$ cat src/rtl/lbp_pyramid_sparse_features_defines.svh
// ----------------------------------------------------------------------------
// LBP pyramid assertion macros
// Shared concurrent assertion forms, clocked on i_clk, off during reset.
// ----------------------------------------------------------------------------
`ifndef LBP_PYRAMID_SPARSE_FEATURES_DEFINES_SVH
`define LBP_PYRAMID_SPARSE_FEATURES_DEFINES_SVH

// same-cycle implication
`define LPSF_ASSERT_IMP(lbl, ante, cons, msg) \
    lbl: assert property (@(posedge i_clk) disable iff (!i_rst_n) (ante) |-> (cons)) \
        else $error(msg);

// next-cycle implication
`define LPSF_ASSERT_NXT(lbl, ante, cons, msg) \
    lbl: assert property (@(posedge i_clk) disable iff (!i_rst_n) (ante) |=> (cons)) \
        else $error(msg);

`endif

$ cat src/rtl/lpsf_pkg.sv
// ----------------------------------------------------------------------------
// LBP pyramid package
// Sizes, register indexes, command/status types and helpers.
// ----------------------------------------------------------------------------
package lpsf_pkg;

    localparam int MAX_WIN_W   = 8;
    localparam int MAX_WIN_H   = 8;
    localparam int MAX_LEVELS  = 4;
    localparam int STORE_DEPTH = MAX_WIN_W * MAX_WIN_H;
    localparam int ADDR_W      = $clog2(STORE_DEPTH);
    localparam int LOAD_W      = 7;
    localparam int PIX_W       = 8;
    localparam int SUM_W       = 14;
    localparam int FEAT_W      = 14;
    localparam int LEVEL_W     = 2;
    localparam int POS_W       = 6;
    localparam int PAT_W       = 8;
    localparam int COL_W       = $clog2(MAX_WIN_W);
    localparam int ROW_W       = $clog2(MAX_WIN_H);
    localparam int DIM_W       = 4;
    localparam int LVL_W       = 3;
    localparam int PADDR_W     = 4;
    localparam int PDATA_W     = 32;
    localparam int RIDX_W      = PADDR_W - 2;

    localparam logic [RIDX_W-1:0] REG_WIN_W  = 2'd0;
    localparam logic [RIDX_W-1:0] REG_WIN_H  = 2'd1;
    localparam logic [RIDX_W-1:0] REG_LEVELS = 2'd2;

    localparam logic [DIM_W-1:0] RST_WIN_W  = DIM_W'(MAX_WIN_W);
    localparam logic [DIM_W-1:0] RST_WIN_H  = DIM_W'(MAX_WIN_H);
    localparam logic [LVL_W-1:0] RST_LEVELS = LVL_W'(MAX_LEVELS);
    localparam logic [DIM_W-1:0] DIM_MIN    = 4'd3;

    typedef struct packed {
        logic              load_we;
        logic [ADDR_W-1:0] load_addr;
        logic              rd_en;
        logic [ADDR_W-1:0] rd_addr_a;
        logic [ADDR_W-1:0] rd_addr_b;
        logic              row_cap;
        logic              row_shift;
        logic              sum_issue;
        logic [ADDR_W-1:0] sum_addr;
        logic              emit;
        logic [POS_W-1:0]  pos;
        logic [LEVEL_W-1:0] level;
        logic              last;
    } t_cmd;

    typedef struct packed {
        logic out_full;
    } t_stat;

    function automatic logic [DIM_W-1:0] f_clamp_dim(input logic [DIM_W-1:0] v,
                                                     input logic [DIM_W-1:0] hi);
        logic [DIM_W-1:0] r;
        r = v;
        if (v < DIM_MIN) r = DIM_MIN;
        else if (v > hi) r = hi;
        return r;
    endfunction

    function automatic logic [LVL_W-1:0] f_clamp_lvl(input logic [LVL_W-1:0] v);
        logic [LVL_W-1:0] r;
        r = v;
        if (v == '0) r = LVL_W'(1);
        else if (v > RST_LEVELS) r = RST_LEVELS;
        return r;
    endfunction

endpackage

$ cat src/rtl/lpsf_pix_if.sv
// ----------------------------------------------------------------------------
// LBP pyramid pixel channel
// Valid/ready channel carrying one window pixel per transaction.
// ----------------------------------------------------------------------------
interface lpsf_pix_if import lpsf_pkg::*; ();
    logic             valid;
    logic             ready;
    logic [PIX_W-1:0] pixel;

    modport source (output valid, output pixel, input ready);
    modport sink   (input valid, input pixel, output ready);
endinterface

$ cat src/rtl/lpsf_feat_if.sv
// ----------------------------------------------------------------------------
// LBP pyramid feature channel
// Valid/ready channel carrying one feature per transaction.
// ----------------------------------------------------------------------------
interface lpsf_feat_if import lpsf_pkg::*; ();
    logic               valid;
    logic               ready;
    logic [FEAT_W-1:0]  feature_index;
    logic [LEVEL_W-1:0] level;
    logic               last;

    modport source (output valid, output feature_index, output level, output last,
                    input ready);
    modport sink   (input valid, input feature_index, input level, input last,
                    output ready);
endinterface

$ cat src/rtl/lpsf_datapath.sv
// ----------------------------------------------------------------------------
// LBP pyramid datapath
// Pixel store, 3x3 window, pattern compare, level sums and result register.
// ----------------------------------------------------------------------------
module lpsf_datapath import lpsf_pkg::*; (
    input  logic               i_clk,
    input  logic               i_rst_n,
    input  t_cmd               i_cmd,
    input  logic [PIX_W-1:0]   i_pixel,
    input  logic               i_out_ready,
    output t_stat              o_stat,
    output logic               o_out_valid,
    output logic [FEAT_W-1:0]  o_feature_index,
    output logic [LEVEL_W-1:0] o_level,
    output logic               o_last
);

    logic [SUM_W-1:0]   r_mem [STORE_DEPTH];
    logic [SUM_W-1:0]   r_rd_a;
    logic [SUM_W-1:0]   r_rd_b;
    logic [SUM_W-1:0]   r_new_l;
    logic [SUM_W-1:0]   r_new_m;
    logic [SUM_W-1:0]   r_win [3][3];
    logic               r_sum_pend;
    logic [ADDR_W-1:0]  r_sum_addr;
    logic               r_out_valid;
    logic [FEAT_W-1:0]  r_feat;
    logic [LEVEL_W-1:0] r_level;
    logic               r_last;

    logic               wr_en;
    logic [ADDR_W-1:0]  wr_addr;
    logic [SUM_W-1:0]   wr_data;
    logic [PAT_W-1:0]   pattern;
    logic [SUM_W-1:0]   center;

    always_comb begin
        wr_en   = i_cmd.load_we | r_sum_pend;
        wr_addr = r_sum_pend ? r_sum_addr : i_cmd.load_addr;
        wr_data = r_sum_pend ? SUM_W'(r_rd_a + r_rd_b) : SUM_W'(i_pixel);
    end

    always_ff @(posedge i_clk) begin
        if (wr_en) begin
            r_mem[wr_addr] <= wr_data;
        end
        if (i_cmd.rd_en) begin
            r_rd_a <= r_mem[i_cmd.rd_addr_a];
            r_rd_b <= r_mem[i_cmd.rd_addr_b];
        end
    end

    always_ff @(posedge i_clk) begin
        r_sum_addr <= i_cmd.sum_addr;
        if (i_cmd.row_cap) begin
            r_new_l <= r_rd_a;
            r_new_m <= r_rd_b;
        end
        if (i_cmd.row_shift) begin
            r_win[0] <= r_win[1];
            r_win[1] <= r_win[2];
            r_win[2][0] <= r_new_l;
            r_win[2][1] <= r_new_m;
            r_win[2][2] <= r_rd_a;
        end
    end

    always_comb begin
        center     = r_win[1][1];
        pattern[0] = r_win[0][0] < center;
        pattern[1] = r_win[0][1] < center;
        pattern[2] = r_win[0][2] < center;
        pattern[3] = r_win[1][0] < center;
        pattern[4] = r_win[1][2] < center;
        pattern[5] = r_win[2][0] < center;
        pattern[6] = r_win[2][1] < center;
        pattern[7] = r_win[2][2] < center;
    end

    always_ff @(posedge i_clk) begin
        if (!i_rst_n) begin
            r_sum_pend  <= 1'b0;
            r_out_valid <= 1'b0;
        end else begin
            r_sum_pend <= i_cmd.sum_issue;
            if (i_cmd.emit) begin
                r_out_valid <= 1'b1;
            end else if (i_out_ready) begin
                r_out_valid <= 1'b0;
            end
        end
    end

    always_ff @(posedge i_clk) begin
        if (i_cmd.emit) begin
            r_feat  <= {i_cmd.pos, pattern};
            r_level <= i_cmd.level;
            r_last  <= i_cmd.last;
        end
    end

    assign o_stat.out_full = r_out_valid & ~i_out_ready;
    assign o_out_valid     = r_out_valid;
    assign o_feature_index = r_feat;
    assign o_level         = r_level;
    assign o_last          = r_last;

endmodule

$ cat src/rtl/lpsf_ctrl.sv
// ----------------------------------------------------------------------------
// LBP pyramid controller
// Sequences pixel load, pattern scan, and 2x2 level reduction passes.
// ----------------------------------------------------------------------------
`include "lbp_pyramid_sparse_features_defines.svh"

module lpsf_ctrl import lpsf_pkg::*; (
    input  logic             i_clk,
    input  logic             i_rst_n,
    input  logic [DIM_W-1:0] i_win_w,
    input  logic [DIM_W-1:0] i_win_h,
    input  logic [LVL_W-1:0] i_levels,
    input  logic             i_in_valid,
    output logic             o_in_ready,
    input  t_stat            i_stat,
    output t_cmd             o_cmd
);

    localparam int MUL_W = COL_W + DIM_W + 1;

    typedef enum logic [8:0] {
        S_LOAD  = 9'b000000001,
        S_RD0   = 9'b000000010,
        S_RD1   = 9'b000000100,
        S_RD2   = 9'b000001000,
        S_EMIT  = 9'b000010000,
        S_HSUM  = 9'b000100000,
        S_HWAIT = 9'b001000000,
        S_VSUM  = 9'b010000000,
        S_VWAIT = 9'b100000000
    } t_state;

    t_state             r_state, n_state;
    logic [LOAD_W-1:0]  r_lc, n_lc;
    logic [POS_W-1:0]   r_pos, n_pos;
    logic [LEVEL_W-1:0] r_lvl, n_lvl;
    logic [DIM_W-1:0]   r_w, n_w;
    logic [DIM_W-1:0]   r_h, n_h;
    logic [COL_W-1:0]   r_x, n_x;
    logic [ROW_W-1:0]   r_r, n_r;

    logic [DIM_W-1:0]   cw, ch;
    logic [LVL_W-1:0]   cl;
    logic [LOAD_W-1:0]  total;
    logic [LOAD_W-1:0]  lc_inc;
    logic [DIM_W-1:0]   w_n, h_n, h_e;
    logic               next_ok;
    logic               end_col, end_row;
    logic               hs_end_y, vs_end_y, s_end_x;
    logic [COL_W-1:0]   x2;
    logic [ROW_W-1:0]   y2;

    function automatic logic [ADDR_W-1:0] f_addr(input logic [COL_W-1:0] c,
                                                 input logic [ROW_W-1:0] r,
                                                 input logic [DIM_W-1:0] h);
        logic [MUL_W-1:0] a;
        a = MUL_W'(c) * MUL_W'(h) + MUL_W'(r);
        return a[ADDR_W-1:0];
    endfunction

    always_comb begin
        cw       = f_clamp_dim(i_win_w, RST_WIN_W);
        ch       = f_clamp_dim(i_win_h, RST_WIN_H);
        cl       = f_clamp_lvl(i_levels);
        total    = LOAD_W'(cw) * LOAD_W'(ch);
        lc_inc   = r_lc + LOAD_W'(1);
        w_n      = r_w >> 1;
        h_n      = r_h >> 1;
        h_e      = {r_h[DIM_W-1:1], 1'b0};
        next_ok  = (LVL_W'(r_lvl) + LVL_W'(1) < cl) && (w_n >= DIM_MIN) && (h_n >= DIM_MIN);
        end_col  = DIM_W'(r_x) == r_w - DIM_W'(2);
        end_row  = DIM_W'(r_r) == r_h - DIM_W'(1);
        hs_end_y = DIM_W'(r_r) + DIM_W'(1) == h_e;
        vs_end_y = DIM_W'(r_r) + DIM_W'(1) == h_n;
        s_end_x  = DIM_W'(r_x) + DIM_W'(1) == w_n;
        x2       = {r_x[COL_W-2:0], 1'b0};
        y2       = {r_r[ROW_W-2:0], 1'b0};
    end

    always_comb begin
        n_state    = r_state;
        n_lc       = r_lc;
        n_pos      = r_pos;
        n_lvl      = r_lvl;
        n_w        = r_w;
        n_h        = r_h;
        n_x        = r_x;
        n_r        = r_r;
        o_in_ready = 1'b0;
        o_cmd      = '0;
        o_cmd.pos   = r_pos;
        o_cmd.level = r_lvl;
        unique case (r_state)
            S_LOAD: begin
                o_in_ready = 1'b1;
                if (i_in_valid) begin
                    o_cmd.load_we   = r_lc < LOAD_W'(STORE_DEPTH);
                    o_cmd.load_addr = r_lc[ADDR_W-1:0];
                    n_lc            = lc_inc;
                    if (lc_inc >= total) begin
                        n_state = S_RD0;
                        n_lvl   = '0;
                        n_w     = cw;
                        n_h     = ch;
                        n_x     = COL_W'(1);
                        n_r     = '0;
                    end
                end
            end
            S_RD0: begin
                o_cmd.rd_en     = 1'b1;
                o_cmd.rd_addr_a = f_addr(r_x - COL_W'(1), r_r, ch);
                o_cmd.rd_addr_b = f_addr(r_x, r_r, ch);
                n_state         = S_RD1;
            end
            S_RD1: begin
                o_cmd.rd_en     = 1'b1;
                o_cmd.rd_addr_a = f_addr(r_x + COL_W'(1), r_r, ch);
                o_cmd.row_cap   = 1'b1;
                n_state         = S_RD2;
            end
            S_RD2: begin
                o_cmd.row_shift = 1'b1;
                if (r_r >= ROW_W'(2)) begin
                    n_state = S_EMIT;
                end else begin
                    n_r     = r_r + ROW_W'(1);
                    n_state = S_RD0;
                end
            end
            S_EMIT: begin
                if (!i_stat.out_full) begin
                    o_cmd.emit = 1'b1;
                    o_cmd.last = end_col && end_row && !next_ok;
                    n_pos      = r_pos + POS_W'(1);
                    if (end_row && end_col) begin
                        n_x = '0;
                        n_r = '0;
                        if (next_ok) begin
                            n_state = S_HSUM;
                        end else begin
                            n_state = S_LOAD;
                            n_lc    = '0;
                            n_pos   = '0;
                        end
                    end else if (end_row) begin
                        n_x     = r_x + COL_W'(1);
                        n_r     = '0;
                        n_state = S_RD0;
                    end else begin
                        n_r     = r_r + ROW_W'(1);
                        n_state = S_RD0;
                    end
                end
            end
            S_HSUM: begin
                o_cmd.rd_en     = 1'b1;
                o_cmd.sum_issue = 1'b1;
                o_cmd.rd_addr_a = f_addr(x2, r_r, ch);
                o_cmd.rd_addr_b = f_addr(x2 + COL_W'(1), r_r, ch);
                o_cmd.sum_addr  = f_addr(r_x, r_r, ch);
                if (hs_end_y) begin
                    n_r = '0;
                    if (s_end_x) begin
                        n_x     = '0;
                        n_state = S_HWAIT;
                    end else begin
                        n_x = r_x + COL_W'(1);
                    end
                end else begin
                    n_r = r_r + ROW_W'(1);
                end
            end
            S_HWAIT: begin
                n_state = S_VSUM;
            end
            S_VSUM: begin
                o_cmd.rd_en     = 1'b1;
                o_cmd.sum_issue = 1'b1;
                o_cmd.rd_addr_a = f_addr(r_x, y2, ch);
                o_cmd.rd_addr_b = f_addr(r_x, y2 + ROW_W'(1), ch);
                o_cmd.sum_addr  = f_addr(r_x, r_r, ch);
                if (vs_end_y) begin
                    n_r = '0;
                    if (s_end_x) begin
                        n_x     = '0;
                        n_state = S_VWAIT;
                    end else begin
                        n_x = r_x + COL_W'(1);
                    end
                end else begin
                    n_r = r_r + ROW_W'(1);
                end
            end
            S_VWAIT: begin
                n_lvl   = r_lvl + LEVEL_W'(1);
                n_w     = w_n;
                n_h     = h_n;
                n_x     = COL_W'(1);
                n_r     = '0;
                n_state = S_RD0;
            end
            default: begin
                n_state = S_LOAD;
            end
        endcase
    end

    always_ff @(posedge i_clk) begin
        if (!i_rst_n) begin
            r_state <= S_LOAD;
            r_lc    <= '0;
            r_pos   <= '0;
            r_lvl   <= '0;
            r_w     <= '0;
            r_h     <= '0;
            r_x     <= '0;
            r_r     <= '0;
        end else begin
            r_state <= n_state;
            r_lc    <= n_lc;
            r_pos   <= n_pos;
            r_lvl   <= n_lvl;
            r_w     <= n_w;
            r_h     <= n_h;
            r_x     <= n_x;
            r_r     <= n_r;
        end
    end

    `LPSF_ASSERT_IMP(a_emit_slot_free, o_cmd.emit, !i_stat.out_full, "emit into a full result slot")
    `LPSF_ASSERT_NXT(a_last_to_load, o_cmd.emit && o_cmd.last, r_state == S_LOAD, "no return to load after last")
    `LPSF_ASSERT_IMP(a_load_pos_clear, r_state == S_LOAD, r_pos == '0, "position count not cleared in load")
    `LPSF_ASSERT_IMP(a_load_no_sum, o_cmd.load_we, !o_cmd.sum_issue, "load write overlaps level sum")

endmodule

$ cat src/rtl/lbp_pyramid_sparse_features.sv
// ----------------------------------------------------------------------------
// LBP pyramid sparse features
// 3x3 local binary patterns over a pixel window and its 2x2-summed levels.
// ----------------------------------------------------------------------------
//  port       dir  transaction
//  i_pix      in   one 8-bit pixel, column-major, rows fastest
//  o_feat     out  feature_index, level, last
//  apb        in   window_width @0x0, window_height @0x4, pyramid_levels @0x8
//
//  Load accepts one pixel per cycle; no pixel is taken while a window is evaluated.
//  Per level of size w x h, the pattern scan is paced by the three store reads
//  per row; a horizontal then a vertical sum pass then builds the next level.
//  A stalled result holds the scan; synchronous active-low reset, no store clear.
// ----------------------------------------------------------------------------
module lbp_pyramid_sparse_features import lpsf_pkg::*; (
    input  logic                i_clk,
    input  logic                i_rst_n,
    lpsf_pix_if.sink            i_pix,
    lpsf_feat_if.source         o_feat,
    input  logic                psel,
    input  logic                penable,
    input  logic                pwrite,
    input  logic [PADDR_W-1:0]  paddr,
    input  logic [PDATA_W-1:0]  pwdata,
    output logic [PDATA_W-1:0]  prdata,
    output logic                pready
);

    logic [DIM_W-1:0] r_win_w;
    logic [DIM_W-1:0] r_win_h;
    logic [LVL_W-1:0] r_levels;
    logic [RIDX_W-1:0] reg_idx;
    logic              cfg_wr;
    t_cmd              cmd;
    t_stat             stat;

    assign pready  = 1'b1;
    assign reg_idx = paddr[PADDR_W-1:2];
    assign cfg_wr  = psel & penable & pwrite;

    always_ff @(posedge i_clk) begin
        if (!i_rst_n) begin
            r_win_w  <= RST_WIN_W;
            r_win_h  <= RST_WIN_H;
            r_levels <= RST_LEVELS;
        end else if (cfg_wr) begin
            case (reg_idx)
                REG_WIN_W:  r_win_w  <= pwdata[DIM_W-1:0];
                REG_WIN_H:  r_win_h  <= pwdata[DIM_W-1:0];
                REG_LEVELS: r_levels <= pwdata[LVL_W-1:0];
                default: ;
            endcase
        end
    end

    always_comb begin
        unique case (reg_idx)
            REG_WIN_W:  prdata = PDATA_W'(r_win_w);
            REG_WIN_H:  prdata = PDATA_W'(r_win_h);
            REG_LEVELS: prdata = PDATA_W'(r_levels);
            default:    prdata = '0;
        endcase
    end

    lpsf_ctrl u_ctrl (
        .i_clk      (i_clk),
        .i_rst_n    (i_rst_n),
        .i_win_w    (r_win_w),
        .i_win_h    (r_win_h),
        .i_levels   (r_levels),
        .i_in_valid (i_pix.valid),
        .o_in_ready (i_pix.ready),
        .i_stat     (stat),
        .o_cmd      (cmd)
    );

    lpsf_datapath u_dp (
        .i_clk           (i_clk),
        .i_rst_n         (i_rst_n),
        .i_cmd           (cmd),
        .i_pixel         (i_pix.pixel),
        .i_out_ready     (o_feat.ready),
        .o_stat          (stat),
        .o_out_valid     (o_feat.valid),
        .o_feature_index (o_feat.feature_index),
        .o_level         (o_feat.level),
        .o_last          (o_feat.last)
    );

endmodule
$ cat src/flat_wrapper.sv
// flat-port wrapper written by rule: the top's interface ports become plain ports
module lbp_pyramid_sparse_features_flat import lpsf_pkg::*;
  (i_clk, i_rst_n, psel, penable, pwrite, paddr, pwdata, prdata, pready, i_pix_valid, i_pix_pixel, i_pix_ready, o_feat_valid, o_feat_feature_index, o_feat_level, o_feat_last, o_feat_ready);
  lpsf_pix_if i_pix_i ();
  lpsf_feat_if o_feat_i ();
  input  logic i_clk;
  input  logic i_rst_n;
  input  logic psel;
  input  logic penable;
  input  logic pwrite;
  input  logic [PADDR_W-1:0] paddr;
  input  logic [PDATA_W-1:0] pwdata;
  output logic [PDATA_W-1:0] prdata;
  output logic pready;
  input wire logic [$bits(i_pix_i.valid)-1:0] i_pix_valid;
  input wire logic [$bits(i_pix_i.pixel)-1:0] i_pix_pixel;
  output wire logic [$bits(i_pix_i.ready)-1:0] i_pix_ready;
  output wire logic [$bits(o_feat_i.valid)-1:0] o_feat_valid;
  output wire logic [$bits(o_feat_i.feature_index)-1:0] o_feat_feature_index;
  output wire logic [$bits(o_feat_i.level)-1:0] o_feat_level;
  output wire logic [$bits(o_feat_i.last)-1:0] o_feat_last;
  input wire logic [$bits(o_feat_i.ready)-1:0] o_feat_ready;
  assign i_pix_i.valid = i_pix_valid;
  assign i_pix_i.pixel = i_pix_pixel;
  assign i_pix_ready = i_pix_i.ready;
  assign o_feat_valid = o_feat_i.valid;
  assign o_feat_feature_index = o_feat_i.feature_index;
  assign o_feat_level = o_feat_i.level;
  assign o_feat_last = o_feat_i.last;
  assign o_feat_i.ready = o_feat_ready;
  lbp_pyramid_sparse_features u_core (.i_clk(i_clk), .i_rst_n(i_rst_n), .i_pix(i_pix_i), .o_feat(o_feat_i), .psel(psel), .penable(penable), .pwrite(pwrite), .paddr(paddr), .pwdata(pwdata), .prdata(prdata), .pready(pready));
endmodule
$ cat config.mk
export PLATFORM = sky130hd
export DESIGN_NAME = lbp_pyramid_sparse_features_flat
export DESIGN_NICKNAME = d
export VERILOG_FILES = /design/src/rtl/lpsf_pkg.sv /design/src/rtl/lpsf_pix_if.sv /design/src/rtl/lpsf_feat_if.sv /design/src/rtl/lpsf_datapath.sv /design/src/rtl/lpsf_ctrl.sv /design/src/rtl/lbp_pyramid_sparse_features.sv /design/src/flat_wrapper.sv
export VERILOG_INCLUDE_DIRS = /design/src /design/src/rtl
export SDC_FILE = /design/constraint.sdc
export NUM_CORES = 2
export LEC_CHECK = 0
export BUFFER_PORTS_ARGS = -buffer_cell sky130_fd_sc_hd__buf_4
export CAP_MARGIN = 10
export CORE_ASPECT_RATIO = 0.75
export CORE_UTILIZATION = 64
export DETAILED_ROUTE_END_ITERATION = 6
export PLACE_DENSITY_LB_ADDON = 0.2
export SKIP_CTS_REPAIR_TIMING = 1
export SLEW_MARGIN = 20
export SYNTH_ARGS = -nofsm -noshare
export SYNTH_HDL_FRONTEND = slang
export SYNTH_SLANG_ARGS = --single-unit
$ cat constraint.sdc
create_clock -name i_clk -period 6.9 [get_ports i_clk]
set_clock_uncertainty 0.15 [all_clocks]
set_input_delay 0.69 -clock i_clk [delete_from_list [all_inputs] [get_ports i_clk]]
set_output_delay 0.69 -clock i_clk [all_outputs]
set_load 0.03 [all_outputs]
==> metrics <==
status=complete, no violations; CP Capture Type=flop; Worst Path Class, Setup=reg -> reg; total track usage=39.64%; simple-gate share of the synthesized area=a little over a tenth; P&R area growth vs syn=10.89%; Core Area=about 90000 um^2; arrival time at the worst endpoint=6630 ps; main area contributors after synthesis=edfxtp_1 (57%), mux2i_1 (7.0%), nand2_1 (4.6%); RSZ-0062 raised after global routing=false; #FFs+latches synth=1152; die area=around 92000 um^2; CTS root buffer=clkbuf_16; Gate Count Post-Synth=4622; largest net degree at the start of global routing=roughly 120; Nets=between 4000 and 5000; post-synthesis adder-cell area fraction=around 4.9%; Hold Crit Class=in -> reg; DR vias/cell=7.150; commonest non-fill, non-tap cell in the layout=edfxtp_1; ANT nets after route=0; Starting Density=64.68%; Max Fclk=~0.16 GHz; layout cells sized above 1=between 10 and 15%; FF+latch area=34020 um^2; first-pass GRT wire length=~270000 um; Routed WL per cell=about 31 um; overall die height=262.8 um; Port Buf Inserts=43; Worst-Skew Late Latency=between 700 and 800 ps; worst slew pin tran=between 1000 and 1500 ps; post-synthesis cell type count=around 90; Post-synth EDFFs=approximately 1100; VDD IR-drop max=approximately 0.24 mV; I/O pins=slightly above 100; # fillers=between 5000 and 6000; Reg clk slew, reported paths=70 ps; maxcap violations=0; Die Wd=349.7 um; Worst slew margin=around a fifth; max-slew violation count=0; Setup Total Neg Slack=0 ps; Starting DRT DRC Count=7204; Max Root-Sink Buffers=3; Post-DP HPWL=around 120000 um; CTS tree=yes; async set-or-reset flop fraction in the synthesized netlist=0%; H-tree levels=3; largest area contributor in the netlist=edfxtp_1; DP Cell Count=slightly below 6000; Startpoint Class=flop; largest family of logic cells by synthesized area=compound AO/OA/AOI/OAI gates; drt pass-1 iters=6; post-synthesis compound-gate area fraction=12.01%; post-synthesis mux area share=a little under a tenth; Power Dens Cells=between 200 and 250 nW/um^2; Post-Layout Cell Count=approximately 6000; xor and xnor area share after synthesis=1.164%; RD Place Congestion=1.069; Core Rows=95; sequential share of the synthesized area=about three fifths; gr ovfl total=0; top cell type's share of synthesized area=56.65%; initial antenna violation count=14; Pleak=0.02565 uW; final core utilization=a little under three quarters; crit path max fanout=60; most frequent cells in the layout=edfxtp_1 (1095), nand2_1 (713), mux2i_1 (406); footprint of the multi-input gates=between 20000 and 25000 um^2; synth warn=0; CTS sink cnt=approximately 1200; Worst Path Required=~7200 ps; Synth Area per Inst=~13 um^2; vias in the first global route=between 40000 and 50000; Num CTS Buffers=between 100 and 150; Fin. Hold Viols=0; Total Wirelength=184400 um; crit path time final=~6300 ps; Top FF cell, synth=edfxtp_1; DR vias=roughly 43000; mapped cell area=58040 um^2; Post-route DRC=0; final setup violation count=0; crit share post-route=between 90% and 100%
==> flip-flops by register name, summed over array words and instances (netlist names), 4 cells and up <==
| name | flops |
|---|---|
| u_core.r_win_h | 4 |
| u_core.u_dp.r_rd_b | 14 |
| u_core.r_win_w | 4 |
| u_core.u_dp.r_mem | 896 |
| u_core.u_dp.r_sum_addr | 6 |
| u_core.u_dp.r_win | 126 |
| u_core.u_ctrl.r_pos | 6 |
| u_core.u_dp.o_feature_index | 14 |
| u_core.u_ctrl.r_w | 4 |
| u_core.u_dp.r_rd_a | 14 |
| u_core.u_ctrl.r_lc | 7 |
| u_core.u_dp.r_new_l | 14 |
| u_core.u_ctrl.r_h | 4 |
| u_core.u_ctrl.r_state | 9 |
| u_core.u_dp.r_new_m | 14 |
==> where the power goes <==
group,switching [uW],internal [uW]
sequential,16.0,7620
clock,2720,3340
combinational,291,120
==> critical path, cell delays in order, from the launching register on <==
cell and delay (ps):
dfxtp_1 470, inv_1 150, ha_1 480, nand2b_1 240, fa_1 570, fa_1 470
fa_1 510, o22ai_1 170, nor2_4 640, buf_12 450, nand2_1 150, a32o_1 280
a221oi_1 490, a32oi_1 150, buf_4 270, nand4_1 300
==> Yosys cell counts (22+ instances only) <==
cell type / number
a211oi_1: 75
a21o_1: 40
a21oi_1: 113
a221oi_1: 89
a22o_1: 31
a22oi_1: 57
a311oi_1: 33
a31oi_1: 89
a32o_1: 103
a32oi_1: 96
and3_1: 84
buf_1: 26
buf_2: 102
buf_4: 33
clkbuf_1: 169
dfxtp_1: 57
edfxtp_1: 1095
fa_1: 25
ha_1: 188
inv_1: 91
mux2i_1: 407
mux4_2: 56
nand2_1: 715
nand2b_1: 38
nand3_1: 157
nand4_1: 41
nor2_1: 177
nor2b_1: 32
nor3_1: 54
o211ai_1: 22
o21ai_0: 61
xnor2_1: 40
xor2_1: 32
==> final timing paths <==
kind,from,to,slack [ps],cells after the start
worst max-delay path,u_core.u_ctrl.r_x[0],u_core.u_dp.r_rd_a[0],600,15
worst min-delay path,pwdata[3],u_core.r_win_h[3],40,3
worst max register to register,u_core.u_ctrl.r_x[0],u_core.u_dp.r_rd_a[0],600,15
worst min register to register,u_core.u_dp.r_new_l[8],u_core.u_dp.r_win[2][36],270,0
==> cell type report <==
| type | count | share of cell area, % |
|---|---|---|
| multi-input cells | 3065 | 34.75 |
| flip-flops and latches | 1152 | 52.86 |
| inverters | 93 | 0.5462 |
| well taps | 1212 | 2.356 |
| clock inverters | 83 | 1.164 |
| clock buffers | 119 | 4.296 |
| repair buffers | 294 | 3.993 |
| diodes | 9 | 0.03499 |
==> stage by stage <==
step	worst slack (ps)	total power, uW	hold WS [ps]	cell area, um^2
floorplan	1821	8006	250.3	58140
global placement	980.4	8164	250.8	60810
detailed placement	813.5	8173	254.5	60810
CTS	798.6	14080	17.32	64320
global route	590.2	14350	57.57	64340
finish	603.6	14100	44.64	64360
==> logic make-up (layout without fill, tap and decap cells) <==
logic type | Yosys count | in the layout
other | 2 | 38
flip-flops | 1152 | 1152
AO/OA/AOI/OAI | 911 | 911
AND/OR/NAND/NOR | 1367 | 1367
XOR/XNOR | 74 | 74
adder cells (fa/ha/maj) | 213 | 213
buffers and inverters | 432 | 589
multiplexers | 471 | 471
==> routing by layer <==
layer	vias up	global-route usage, %	wire (um)
met1	20840	56.54	68980
li1	18060	-	-
met4	20	18.34	9385
met2	3559	55.04	76920
met3	615	13.05	28960
met5	-	0.4710	189
Note: power is estimated with default switching activity, not from simulation.
